[src/hdl/smht_pkg.sv]
// Shared types, constants and helpers for the sprite mask hit test block.
package smht_pkg;

	localparam int MAX_WIDTH   = 256;
	localparam int MAX_HEIGHT  = 256;
	localparam int MASK_DEPTH  = MAX_WIDTH * MAX_HEIGHT;
	localparam int MADDR_W     = $clog2(MASK_DEPTH);
	localparam int X_W         = $clog2(MAX_WIDTH);
	localparam int Y_W         = $clog2(MAX_HEIGHT);
	localparam int DIM_W       = 9;
	localparam int TOTAL_W     = 17;
	localparam int COORD_W     = 17;
	localparam int CELL_IDX_W  = 16;
	localparam int CEIL_W      = 14;
	localparam int OFFX_W      = 2 * DIM_W;
	localparam int OFFY_W      = CELL_IDX_W + DIM_W;
	localparam int POS_W       = OFFY_W + 2;
	localparam int REG_IDX_W   = 3;

	localparam logic [7:0] OPACITY_LIMIT = 8'h7F;

	typedef logic [REG_IDX_W-1:0] reg_idx_t;

	localparam reg_idx_t REG_IMAGE_WIDTH  = 3'd0;
	localparam reg_idx_t REG_IMAGE_HEIGHT = 3'd1;
	localparam reg_idx_t REG_CELL_WIDTH   = 3'd2;
	localparam reg_idx_t REG_CELL_HEIGHT  = 3'd3;
	localparam reg_idx_t REG_CELL_COLUMNS = 3'd4;
	localparam reg_idx_t REG_CELL_TOTAL   = 3'd5;

	typedef struct packed {
		logic [DIM_W-1:0]   image_width;
		logic [DIM_W-1:0]   image_height;
		logic [DIM_W-1:0]   cell_width;
		logic [DIM_W-1:0]   cell_height;
		logic [DIM_W-1:0]   cell_columns;
		logic [TOTAL_W-1:0] cell_total;
	} cfg_t;

	typedef struct packed {
		logic                     is_query;
		logic                     opaque;
		logic                     cell_ok;
		logic [CELL_IDX_W-1:0]    cell_idx;
		logic signed [CEIL_W-1:0] cx;
		logic signed [CEIL_W-1:0] cy;
	} entry_t;

	function automatic logic [DIM_W-1:0] clamp_dim(input logic [DIM_W-1:0] v, input int hi);
		logic [DIM_W-1:0] r;
		r = v;
		if (v == '0) begin
			r = DIM_W'(1);
		end else if (32'(v) > hi) begin
			r = DIM_W'(hi);
		end
		return r;
	endfunction

endpackage

[src/hdl/smht_div.sv]
// Iterative restoring divider, one quotient bit per cycle.
module smht_div
	import smht_pkg::*;
(
	input  logic                  clk,
	input  logic                  arst_n,
	input  logic                  start,
	input  logic [CELL_IDX_W-1:0] dividend,
	input  logic [DIM_W-1:0]      divisor,
	output logic                  done,
	output logic [CELL_IDX_W-1:0] quot,
	output logic [DIM_W-1:0]      rem
);

	localparam int CNT_W = $clog2(CELL_IDX_W + 1);

	logic [CELL_IDX_W-1:0] quot_q;
	logic [DIM_W-1:0]      rem_q;
	logic [DIM_W-1:0]      dvs_q;
	logic [CNT_W-1:0]      cnt_q;
	logic                  run_q;
	logic                  done_q;
	logic [DIM_W:0]        trial;
	logic [DIM_W:0]        diff;
	logic                  ge;

	always_comb begin
		trial = {rem_q, quot_q[CELL_IDX_W-1]};
		diff  = trial - {1'b0, dvs_q};
		ge    = (trial >= {1'b0, dvs_q});
	end

	assign done = done_q;
	assign quot = quot_q;
	assign rem  = rem_q;

	always_ff @(posedge clk) begin
		if (start) begin
			quot_q <= dividend;
			rem_q  <= '0;
			dvs_q  <= divisor;
		end else if (run_q) begin
			quot_q <= {quot_q[CELL_IDX_W-2:0], ge};
			rem_q  <= ge ? diff[DIM_W-1:0] : trial[DIM_W-1:0];
		end
	end

	always_ff @(posedge clk or negedge arst_n) begin
		if (!arst_n) begin
			cnt_q  <= '0;
			run_q  <= 1'b0;
			done_q <= 1'b0;
		end else begin
			done_q <= 1'b0;
			if (start) begin
				cnt_q <= CNT_W'(CELL_IDX_W - 1);
				run_q <= 1'b1;
			end else if (run_q) begin
				if (cnt_q == '0) begin
					run_q  <= 1'b0;
					done_q <= 1'b1;
				end else begin
					cnt_q <= cnt_q - CNT_W'(1);
				end
			end
		end
	end

endmodule

[config.mk]
export PLATFORM = sky130hd
export DESIGN_NAME = smht_div
export DESIGN_NICKNAME = d
export VERILOG_FILES = /design/src/hdl/smht_pkg.sv /design/src/hdl/smht_div.sv
export SDC_FILE = /design/constraint.sdc
export NUM_CORES = 1
export LEC_CHECK = 0
export BUFFER_PORTS_ARGS = -buffer_cell sky130_fd_sc_hd__buf_2
export CAP_MARGIN = 30
export CORE_ASPECT_RATIO = 0.5
export CORE_UTILIZATION = 53
export CTS_CLUSTER_DIAMETER = 100
export CTS_CLUSTER_SIZE = 12
export DETAILED_ROUTE_END_ITERATION = 16
export HOLD_SLACK_MARGIN = 0.15
export PLACE_DENSITY = 0.8
export SYNTH_ARGS = -nofsm -noshare
export SYNTH_HDL_FRONTEND = slang
export SYNTH_SLANG_ARGS = --single-unit
[constraint.sdc]
create_clock -name clk -period 2.9 [get_ports clk]
set_input_delay 0.145 -clock clk [delete_from_list [all_inputs] [get_ports clk]]
set_output_delay 0.145 -clock clk [all_outputs]
set_load 0.1 [all_outputs]
# --- After elaboration in Yosys (flattened, before gate mapping) ---
# Cells that the tools add are included.
totals:
  regBits: 41
  inputBits: 28
  wordCells: 25
op_classes:
  mux: 12
  reduce_logical: 3
  addsub: 2
  eq_ne: 1
  order_cmp: 1
ops:
  columns: ["cell", "count"]
  rows:
  - ["16-bit two-way mux", 2]
  - ["5-bit two-way mux", 3]
  - ["10-bit by 9-bit >= comparator with 1-bit output", 1]
  - ["9-bit two-way mux", 1]
  - ["9-bit subtractor", 1]
  - ["1-bit two-way mux", 6]
  - ["5-bit logical NOT", 1]
  - ["5-bit by 1-bit subtractor with 5-bit output, second input constant", 1]
  - ["2-bit inequality test, second input constant", 1]
  - ["2-bit AND reduction", 1]
  - ["2-bit nonzero test", 1]

# --- Logic depth before layout (Yosys ltp) ---
depth:
  depth_word: 4
  mapped_depth: 10
  ltp_nobuf: 9

# --- Worst setup path after synthesis ---
# OpenSTA, ideal clock, no wires.
synth_timing:
  path_kind: "reg2reg"
  start: "register quot_q[15] (netlist: quot[15])"
  end: "register rem_q[0] (netlist: rem[0])"
  n_path_buf: 1
  slack_ns: 0.127
  path_stages_with_launch: 11
  setup_ns: 0.088
  t_arrival_ns: 2.685
  cell_sequence: "edfxtp_1 -> inv_1 -> ha_1 -> inv_1 -> fa_1 -> a211oi_2 -> o21ai_2 -> a31oi_4 -> buf_6 -> nand2_2 -> a311oi_2"
synth_via:
  elab_chain_cells: 2
  word_cells_on_any_way: 3
synth_rtl:
  columns: ["item", "line_no", "text"]
  rows:
  - ["from (decl)", "smht_div.sv:17", "logic [CELL_IDX_W-1:0] quot_q;"]
  - ["from (signal assigned)", "smht_div.sv:39", "quot_q <= dividend;"]
  - ["from (signal assigned)", "smht_div.sv:43", "quot_q <= {quot_q[CELL_IDX_W-2:0], ge};"]
  - ["9-bit subtractor / 10-bit by 9-bit >= comparator with 1-bit output (equally long branches)", "smht_div.sv:29, smht_div.sv:30", null]
  - ["9-bit two-way mux *", "smht_div.sv:44", "rem_q <= ge ? diff[DIM_W-1:0] : trial[DIM_W-1:0];"]
  - ["to (signal assigned)", "smht_div.sv:44", null]
  - ["to (decl)", "smht_div.sv:18", "logic [DIM_W-1:0] rem_q;"]
# Every way passes the cells marked *; elsewhere a longest branch is shown, timed or not.
# A chain may end at the register's enable or synchronous reset.

# --- Worst setup path after layout ---
layout_timing:
  start: "register quot_q[15] (netlist: quot[15])"
  end: "register rem_q[3] (netlist: rem[3])"
# Same word-level chain as after synthesis.

==> results.tsv <==
metric	value	unit
Initial Util	59.0	%
Syn Inst Count	176	
Clock Latency Late Sink	300	ps
H-tree Lvls	2	
DP HPWL	3.23	mm
Syn Nets	216	
Core Area	0.00364	mm2
critical-path cell list	inv_1 -> ha_1 -> inv_1 -> fa_1 -> a211oi_2 -> o21ai_2 -> a31oi_4 -> mux2i_1 -> a211oi_1	
Clock Path Buffers	2	
Final min period	2570	ps
Final Cycle Share	88.5	%
status	completed	
CP Launch Type	register	
Die Wd	92.0	um
drc violations	0	
CP Class	register to register	
CTS tree	done	
WP buf/inv	2	
delay of the slowest critical-path stage	430	ps
Port Buffers	53	
# setup viols final	0	
number of synthesized flops with an enable pin	25	
root buf cell	clkbuf_8	
Leak	0.00121	uW
Die ar.	0.00432	mm2
critical path fanouts, max	14	
FF-to-FF Start	quot[15]	
drt via density	5.48	
initial antenna violation count	0	
total power	2520	uW
CP required	3060	ps
top cell type's share of synthesized area	35.0	%
Slew @ Worst Pin	611	ps
Synth Flop Type	edfxtp_1	
crit-path leading delay family	compound AO/OA/AOI/OAI gates	
clock sinks	41	
Max Cap Violations	0	
hold slack	165	ps
R2R Path End	rem[3]	
largest net degree at the start of global routing	38	
worst-case clock skew	9.37	ps
Routed WL per cell	15.3	um
drt pass-1 iters	4	
total gr overflow	0	
Hold Path Class	input pin to register	
layout cells sized above 1	33.1	%
max_slew headroom	59.2	%
Antenna Cells	0	
ys async rst share	17.1	%
hold path depth	2	
worst min-delay path endpoint	quot[7]	
first-pass GRT wire length	7.32	mm
clock transition at the registers of the reported paths	80	ps
total wire length	4.67	mm
top cells by area, synth	edfxtp_1 35%, dfxtp_1 8.4%, dfrtp_1 8.2%	
slack of the worst reg-to-reg path	330	ps
# resized after CTS	0	
Final Slew Violations	0	
DR iter-0 viols	93	
critical path depth	9	
Synth area leader	edfxtp_1	
fmax	0.390	GHz
CP max stage cell	edfxtp_1	
Die H	47.0	um
Area Overhead vs Synth	27.9	%
pwr dens	916	mW/mm2
Routed Antenna Nets	0	
Ys Warns	0	
Cell variety after synth	45	
most used cell along the critical path	inv_1	
Post-Route Utilization	75.4	%
Fin. Hold Viols	0	
all-layer global routing usage	23.2	%
FP Rows	15	
Hold Startpoint	dividend[7]	
Worst VDD drop	0.431	mV
TritonCTS buffer count	5	
post-synthesis sequential area ratio	51.5	%
Synth Cell Area	0.00215	mm2
flops & latches, synth	41	
Vias	1671	
Layout Nets	293	
setup TNS	0	ps
Worst Setup End Kind	register	
worst reg2reg path depth	9	
RSZ-0062 raised after global routing	false	
global placement routability congestion	0.958	
I/O Pins	54	
CP arrival	2730	ps
vias in the first global route	1596	
Mapped Avg Cell Area	12.2	um2
cell usage after synthesis (all sizes together), types with 4 or more instances:
master,n
a211oi,4
dfrtp,7
dfxtp,9
edfxtp,25
ha,11
inv,15
mux2,15
nand2,11
nand2b,4
nand3,4
nor2,11
o21ai,7
o31ai,4
xnor2,4
xor2,4
stage by stage:
stage | instance area (um2) | setup slack (ps) | instances
after floorplan | 2150 | 127 | 176
after global placement | 2450 | 471 | 275
after detailed placement | 2450 | 380 | 275
after CTS | 2720 | 363 | 302
after global routing | 2750 | 174 | 305
final | 2750 | 333 | 305
cell type report:
cell class	count	area [um2]
sequential	41	1110
inverter	15	56.3
timing repair buffer	76	493
clock inverter	1	3.75
multi-input combinational	114	947
tap	51	63.8
fill	253	895
clock buffer	7	76.3
routing by layer:
layer,global-route usage [%],share of wire [%],wire length [um]
met5,0,0,0
met3,7.93,3.7,173
met4,6.56,1.5,72
met2,44.3,52,2450
met1,26.1,42,1980
how the worst max path moves through the flow:
stage	start	to	slack, ps
finish	quot[15]	rem[3]	330
CTS	quot[15]	rem[3]	360
detailed placement	quot[15]	rem[3]	380
global placement	quot[15]	rem[1]	470
global route	quot[15]	rem[3]	170
floorplan	quot[15]	rem[0]	130
sequential cells by signal, summed over array words and instances (netlist names):
signal,flops
cnt_q,5
dvs_q,9
rem,9
quot,16
done,1
run_q,1
where the power goes:
part           internal [uW]  switching, uW  leakage [uW]
combinational            360            989      0.000762
sequential               720           86.0      0.000408
clock                    168            192     0.0000399
total                   1250           1270       0.00121
kinds of logic (layout without fill, tap and decap cells):
group,after synthesis,after routing,share of synthesized area (%)
adders and majority gates,12,12,7.34
xor gates and xnor gates,8,8,3.26
DFF,41,41,51.5
buffers and inverters,21,99,4.37
muxes,18,18,9.27
and+or+nand+nor,40,40,9.44
AOI/OAI and AO/OA,36,36,14.8
cells in the final DEF (no fill, tap or decap), types with 5 or more instances in the layout:
cell type	instances
edfxtp_1	25
dfrtp_1	7
nor2_1	11
clkbuf_8	5
buf_2	53
inv_1	15
dlygate4sd3_1	22
dfxtp_1	9
mux2_2	15
nand2_1	10
ha_1	11
o21ai_0	5
timing repair:
action	4_1_cts	5_1_grt
hold buffers	19	3
setup buffers	0	0
endpoints found under the hold margin	25	3
(Power assumes the default switching activity.)
